===== src/rtl/core/kwsm_pkg.sv =====
package kwsm_pkg;

	// default sizes of the merge core
	localparam int NUM_LISTS_DEF   = 8;
	localparam int LIST_DEPTH_DEF  = 64;
	localparam int VALUE_WIDTH_DEF = 32;

	// result status codes
	typedef enum logic [1:0] {
		ST_PUSHED = 2'd0,
		ST_POPPED = 2'd1,
		ST_EMPTY  = 2'd2,
		ST_FULL   = 2'd3
	} kwsm_status_t;

	// sequencer states
	typedef enum logic [1:0] {
		S_IDLE,
		S_PUSH,
		S_POP,
		S_REFILL
	} kwsm_state_t;

endpackage


===== src/rtl/core/kwsm_min_tree.sv =====
module kwsm_min_tree #(
	parameter int NUM_LISTS   = kwsm_pkg::NUM_LISTS_DEF,
	parameter int VALUE_WIDTH = kwsm_pkg::VALUE_WIDTH_DEF
) (
	input  logic                          clk,
	input  logic                          arst_n,
	input  logic [NUM_LISTS-1:0]          leaf_vld,
	input  logic signed [VALUE_WIDTH-1:0] leaf_val [NUM_LISTS],
	output logic                          found,
	output logic [$clog2(NUM_LISTS)-1:0]  best_idx,
	output logic signed [VALUE_WIDTH-1:0] best_val
);

	localparam int LW = $clog2(NUM_LISTS);
	localparam int P  = 1 << LW;

	// leaves, padded up to a power of two with empty entries
	logic [P-1:0]                  lf_v;
	logic signed [VALUE_WIDTH-1:0] lf_val [P];

	// registered inner nodes in heap order, node 1 is the root
	logic [P-1:1]                  nd_v;
	logic signed [VALUE_WIDTH-1:0] nd_val [P-1:1];
	logic [LW-1:0]                 nd_idx [P-1:1];

	genvar l, n;

	for (l = 0; l < P; l++) begin : g_leaf
		if (l < NUM_LISTS) begin : g_used
			assign lf_v[l]   = leaf_vld[l];
			assign lf_val[l] = leaf_val[l];
		end else begin : g_pad
			assign lf_v[l]   = 1'b0;
			assign lf_val[l] = '0;
		end
	end

	for (n = 1; n < P; n++) begin : g_node
		logic                          lv, rv;
		logic signed [VALUE_WIDTH-1:0] lval, rval;
		logic [LW-1:0]                 lidx, ridx;
		logic                          take_r;

		if (2 * n >= P) begin : g_from_leaf
			localparam int LI = 2 * n - P;
			assign lv   = lf_v[LI];
			assign rv   = lf_v[LI+1];
			assign lval = lf_val[LI];
			assign rval = lf_val[LI+1];
			assign lidx = LW'(LI);
			assign ridx = LW'(LI + 1);
		end else begin : g_from_node
			assign lv   = nd_v[2*n];
			assign rv   = nd_v[2*n+1];
			assign lval = nd_val[2*n];
			assign rval = nd_val[2*n+1];
			assign lidx = nd_idx[2*n];
			assign ridx = nd_idx[2*n+1];
		end

		// higher index side wins a tie
		assign take_r = rv && (!lv || (rval <= lval));

		always_ff @(posedge clk or negedge arst_n) begin
			if (!arst_n) begin
				nd_v[n] <= 1'b0;
			end else begin
				nd_v[n] <= lv || rv;
			end
		end

		always_ff @(posedge clk) begin
			nd_val[n] <= take_r ? rval : lval;
			nd_idx[n] <= take_r ? ridx : lidx;
		end
	end

	assign found    = nd_v[1];
	assign best_idx = nd_idx[1];
	assign best_val = nd_val[1];

endmodule


===== config.mk =====
export PLATFORM = sky130hd
export DESIGN_NAME = kwsm_min_tree
export DESIGN_NICKNAME = d
export VERILOG_FILES = /design/src/rtl/core/kwsm_pkg.sv /design/src/rtl/core/kwsm_min_tree.sv
export SDC_FILE = /design/constraint.sdc
export NUM_CORES = 1
export LEC_CHECK = 0
export BUFFER_PORTS_ARGS = -buffer_cell sky130_fd_sc_hd__buf_2
export CAP_MARGIN = 25
export CORE_UTILIZATION = 55
export DETAILED_ROUTE_END_ITERATION = 6
export HOLD_SLACK_MARGIN = 0.12
export MAX_ROUTING_LAYER = met4
export PLACE_DENSITY = 0.9
export SYNTH_ARGS = -nofsm -noshare
export SYNTH_HDL_FRONTEND = slang
export SYNTH_SLANG_ARGS = --single-unit

===== constraint.sdc =====
create_clock -name clk -period 3.7 [get_ports clk]
set_input_delay 1.11 -clock clk [delete_from_list [all_inputs] [get_ports clk]]
set_output_delay 1.11 -clock clk [all_outputs]
set_load 0.005 [all_outputs]

==> impl_metrics.ini <==
[global_route]
grt_usage_pct = 32.3
grt_max_degree = 39
antenna_found_initial = 0
grt.overflow.total = 0
grt_pass1_wl_mm = 77.1
grt_pass1_vias = 15500

[synth]
synth_top_family_by_area = compound AO/OA/AOI/OAI gates
synthAdderAreaFrac_pct = 17.5
synthMuxAreaShare_pct = 2.15
synth-compound-area-share_pct = 30.3
synth_edf_count = 0
yosysWarnings = 0
syn_area_um2 = 16000
synth_cells = 1808
synth_ff_type = dfxtp_1
yosys.area_share.simple_pct = 9.24
synthDistinctLibCells = 59
yosysSeqAreaShare_pct = 30.4
ys_ff_latch = 242
synthXorXnorAreaFrac_pct = 0
syn_area_per_cell_um2 = 8.86
synthArstFlopShare_pct = 2.89
synth_nets = 2298

[worst_setup_path]
slowest_stage = nor4_1
cp_top_family = compound AO/OA/AOI/OAI gates
startpoint_type = flip-flop
path_max_fanout = 33
r2r_cells = 8
crit_buf_inv = 1
slowest_delay_ps = 640
crit_required_ps = 4120
crit_cells = 8
crit_arrival_ps = 3930
startpoint = nd_val[1][95]$_DFF_P_
worstSetupPathType = flip-flop to flip-flop
cp_cell_sequence = inv_1, ha_1, nand4_1, nor4_1, o311ai_0, a21boi_0, a31o_2, a311o_1
crit_path_end_kind = flip-flop
r2r-start = nd_val[1][95]$_DFF_P_

[die]
die_x_um = 173
die_area_um2 = 29800
placeableCoreArea_um2 = 28700
num_rows = 62
die-height_um = 173
num_io_pins = 302
initial_core_util_pct = 55.8

[route]
vias = 16000
wl_per_cell_um = 19.3
drt_pre_antenna_iters = 7
ant_nets = 0
viasPerCell = 6.38
drtIter0Drc = 1476
drc = 4
routed_wl_mm = 48.2

[cts]
cts_root_buf = clkbuf_16
worst_skew_pair.late_latency_ps = 540
cts_tree = yes
cts_setup_buffers = 0
cts_resized = 0
cts_made_buffers = 26
clockBufferDepth = 3
htreeDepth = 1
clkSinkCount = 242
cts-hold-fix-buffers = 0
path_clk_slew_ps = 60

[run]
maxCapViolations = 0

[layout]
syn_to_final_growth_pct = 18.1
drive_gt1_share_pct = 21.9
fillCellCount = 2213
seq_area_um2 = 4880
nets = 2586
multi_input_area_um2 = 9520
final_common_cell = inv_1
final_cell_mix = inv_1, buf_2, dfxtp_1

[worst_hold_path]
hold_path_class = input pin to async pin

[sta]
skew_ps = 23.0
fin_ws_ps = 191
drv_slew = 0
hold_viol = 0
fmax_ghz = 0.285
tns_ps = 0
setup_violations = 0
rsz0062_at_grt = no
fin_crit_ps = 3510
worst_pin_slew_ps = 950
relSlewSlack_pct = 36.7
period_share_pct = 94.8

[placed_design]
routabilityCongestion = 0.979
dp_hpwl_mm = 37.0
numPortBuffers = 301
pre_cts_ws_ps = 42.3

[run_status]
violations = design-rule violations
status = complete, but fails checks

[power_and_ir_drop]
power_leakage_nw = 9.45
max-vdd-ir-drop_mv = 0.412
power_density_nw_per_um2 = 583
==> metal layers <==
metal  global-route usage, %  vias to the layer above  part of all wire, %
li1                        -                     7386                    -
met1                    40.1                     7435                   40
met2                    50.8                      915                   45
met3                    5.58                      220                  8.9
met4                    16.2                        0                  5.3
met5                       -                        -                    0
==> worst reg2reg max path: cells and delay by family (launching register included) <==
kind                       cells  cell delay [ps]
and+or+nand+nor                2              870
adders and majority gates      1              460
AOI/OAI and AO/OA              4             1580
buffers and inverters          1               90
DFF                            1              400
==> state kept, by name, indices dropped and copies added, names as in the netlist <==
name       count
g_node.rv      3
nd_val       224
nd_idx        11
g_node.lv      3
found          1
==> where the power goes <==
| group | switching (mW) | internal (mW) |
|---|---|---|
| clock | 1.06 | 1.57 |
| combinational | 2.55 | 1.97 |
| sequential | 0.536 | 3.34 |
| total | 4.15 | 6.89 |
==> stage by stage <==
step	utilization [%]	cell area [um^2]	power, mW	cells	hold WS (ps)
floorplan	-	16000	6.68	1808	414
global placement	62.9	18100	8.05	2452	435
detailed placement	62.9	18100	8.26	2452	443
CTS	65.9	18900	10.9	2499	431
global route	65.9	18900	11.6	2499	446
finish	65.9	18900	11.0	2501	445
==> Yosys cell counts, types with 30 or more instances <==
cell | n | area share [%]
a221o_1 | 68 | 4.2
inv_1 | 343 | 8.0
clkbuf_1 | 76 | 1.8
nor2_1 | 32 | 0.75
nand3_1 | 33 | 1.0
o221ai_1 | 69 | 3.8
nand4_1 | 86 | 3.4
a22o_1 | 65 | 3.6
dfxtp_1 | 235 | 29
o211ai_1 | 41 | 1.9
a2bb2oi_1 | 64 | 3.5
nand2_1 | 67 | 1.6
o221ai_2 | 30 | 2.8
a21oi_1 | 98 | 3.1
ha_1 | 224 | 17
a22oi_1 | 62 | 2.9
==> final cells by class <==
type | count | area share (%)
antenna | 2 | 0.0264
clock buffer | 39 | 4.07
clock inverter | 8 | 0.496
inverter | 345 | 6.84
multi-input combinational | 1135 | 50.3
sequential | 242 | 25.8
tap | 384 | 2.54
timing repair buffer | 346 | 9.94
==> cell families (layout without fill, tap and decap cells) <==
logic type                 after synthesis  count (layout)
DFF                                    242             242
muxes                                   31              31
AOI/OAI and AO/OA                      597             597
buffers and inverters                  431             738
and+or+nand+nor                        283             283
adders and majority gates              224             224
other                                    0               2
==> worst paths after layout <==
| check | to | slack [ps] |
|---|---|---|
| setup / recovery | nd_val[0][96]$_DFF_P_ | 190 |
| hold / removal | g_node[2].rv$_DFF_PN0_ | 440 |
| setup reg to reg | nd_val[0][96]$_DFF_P_ | 190 |
| hold reg to reg | g_node[1].rv$_DFF_PN0_ | 460 |
| max in group asynchronous | g_node[3].lv$_DFF_PN0_ | 3010 |
| min in group clk | g_node[1].rv$_DFF_PN0_ | 460 |
(Power assumes the default switching activity.)
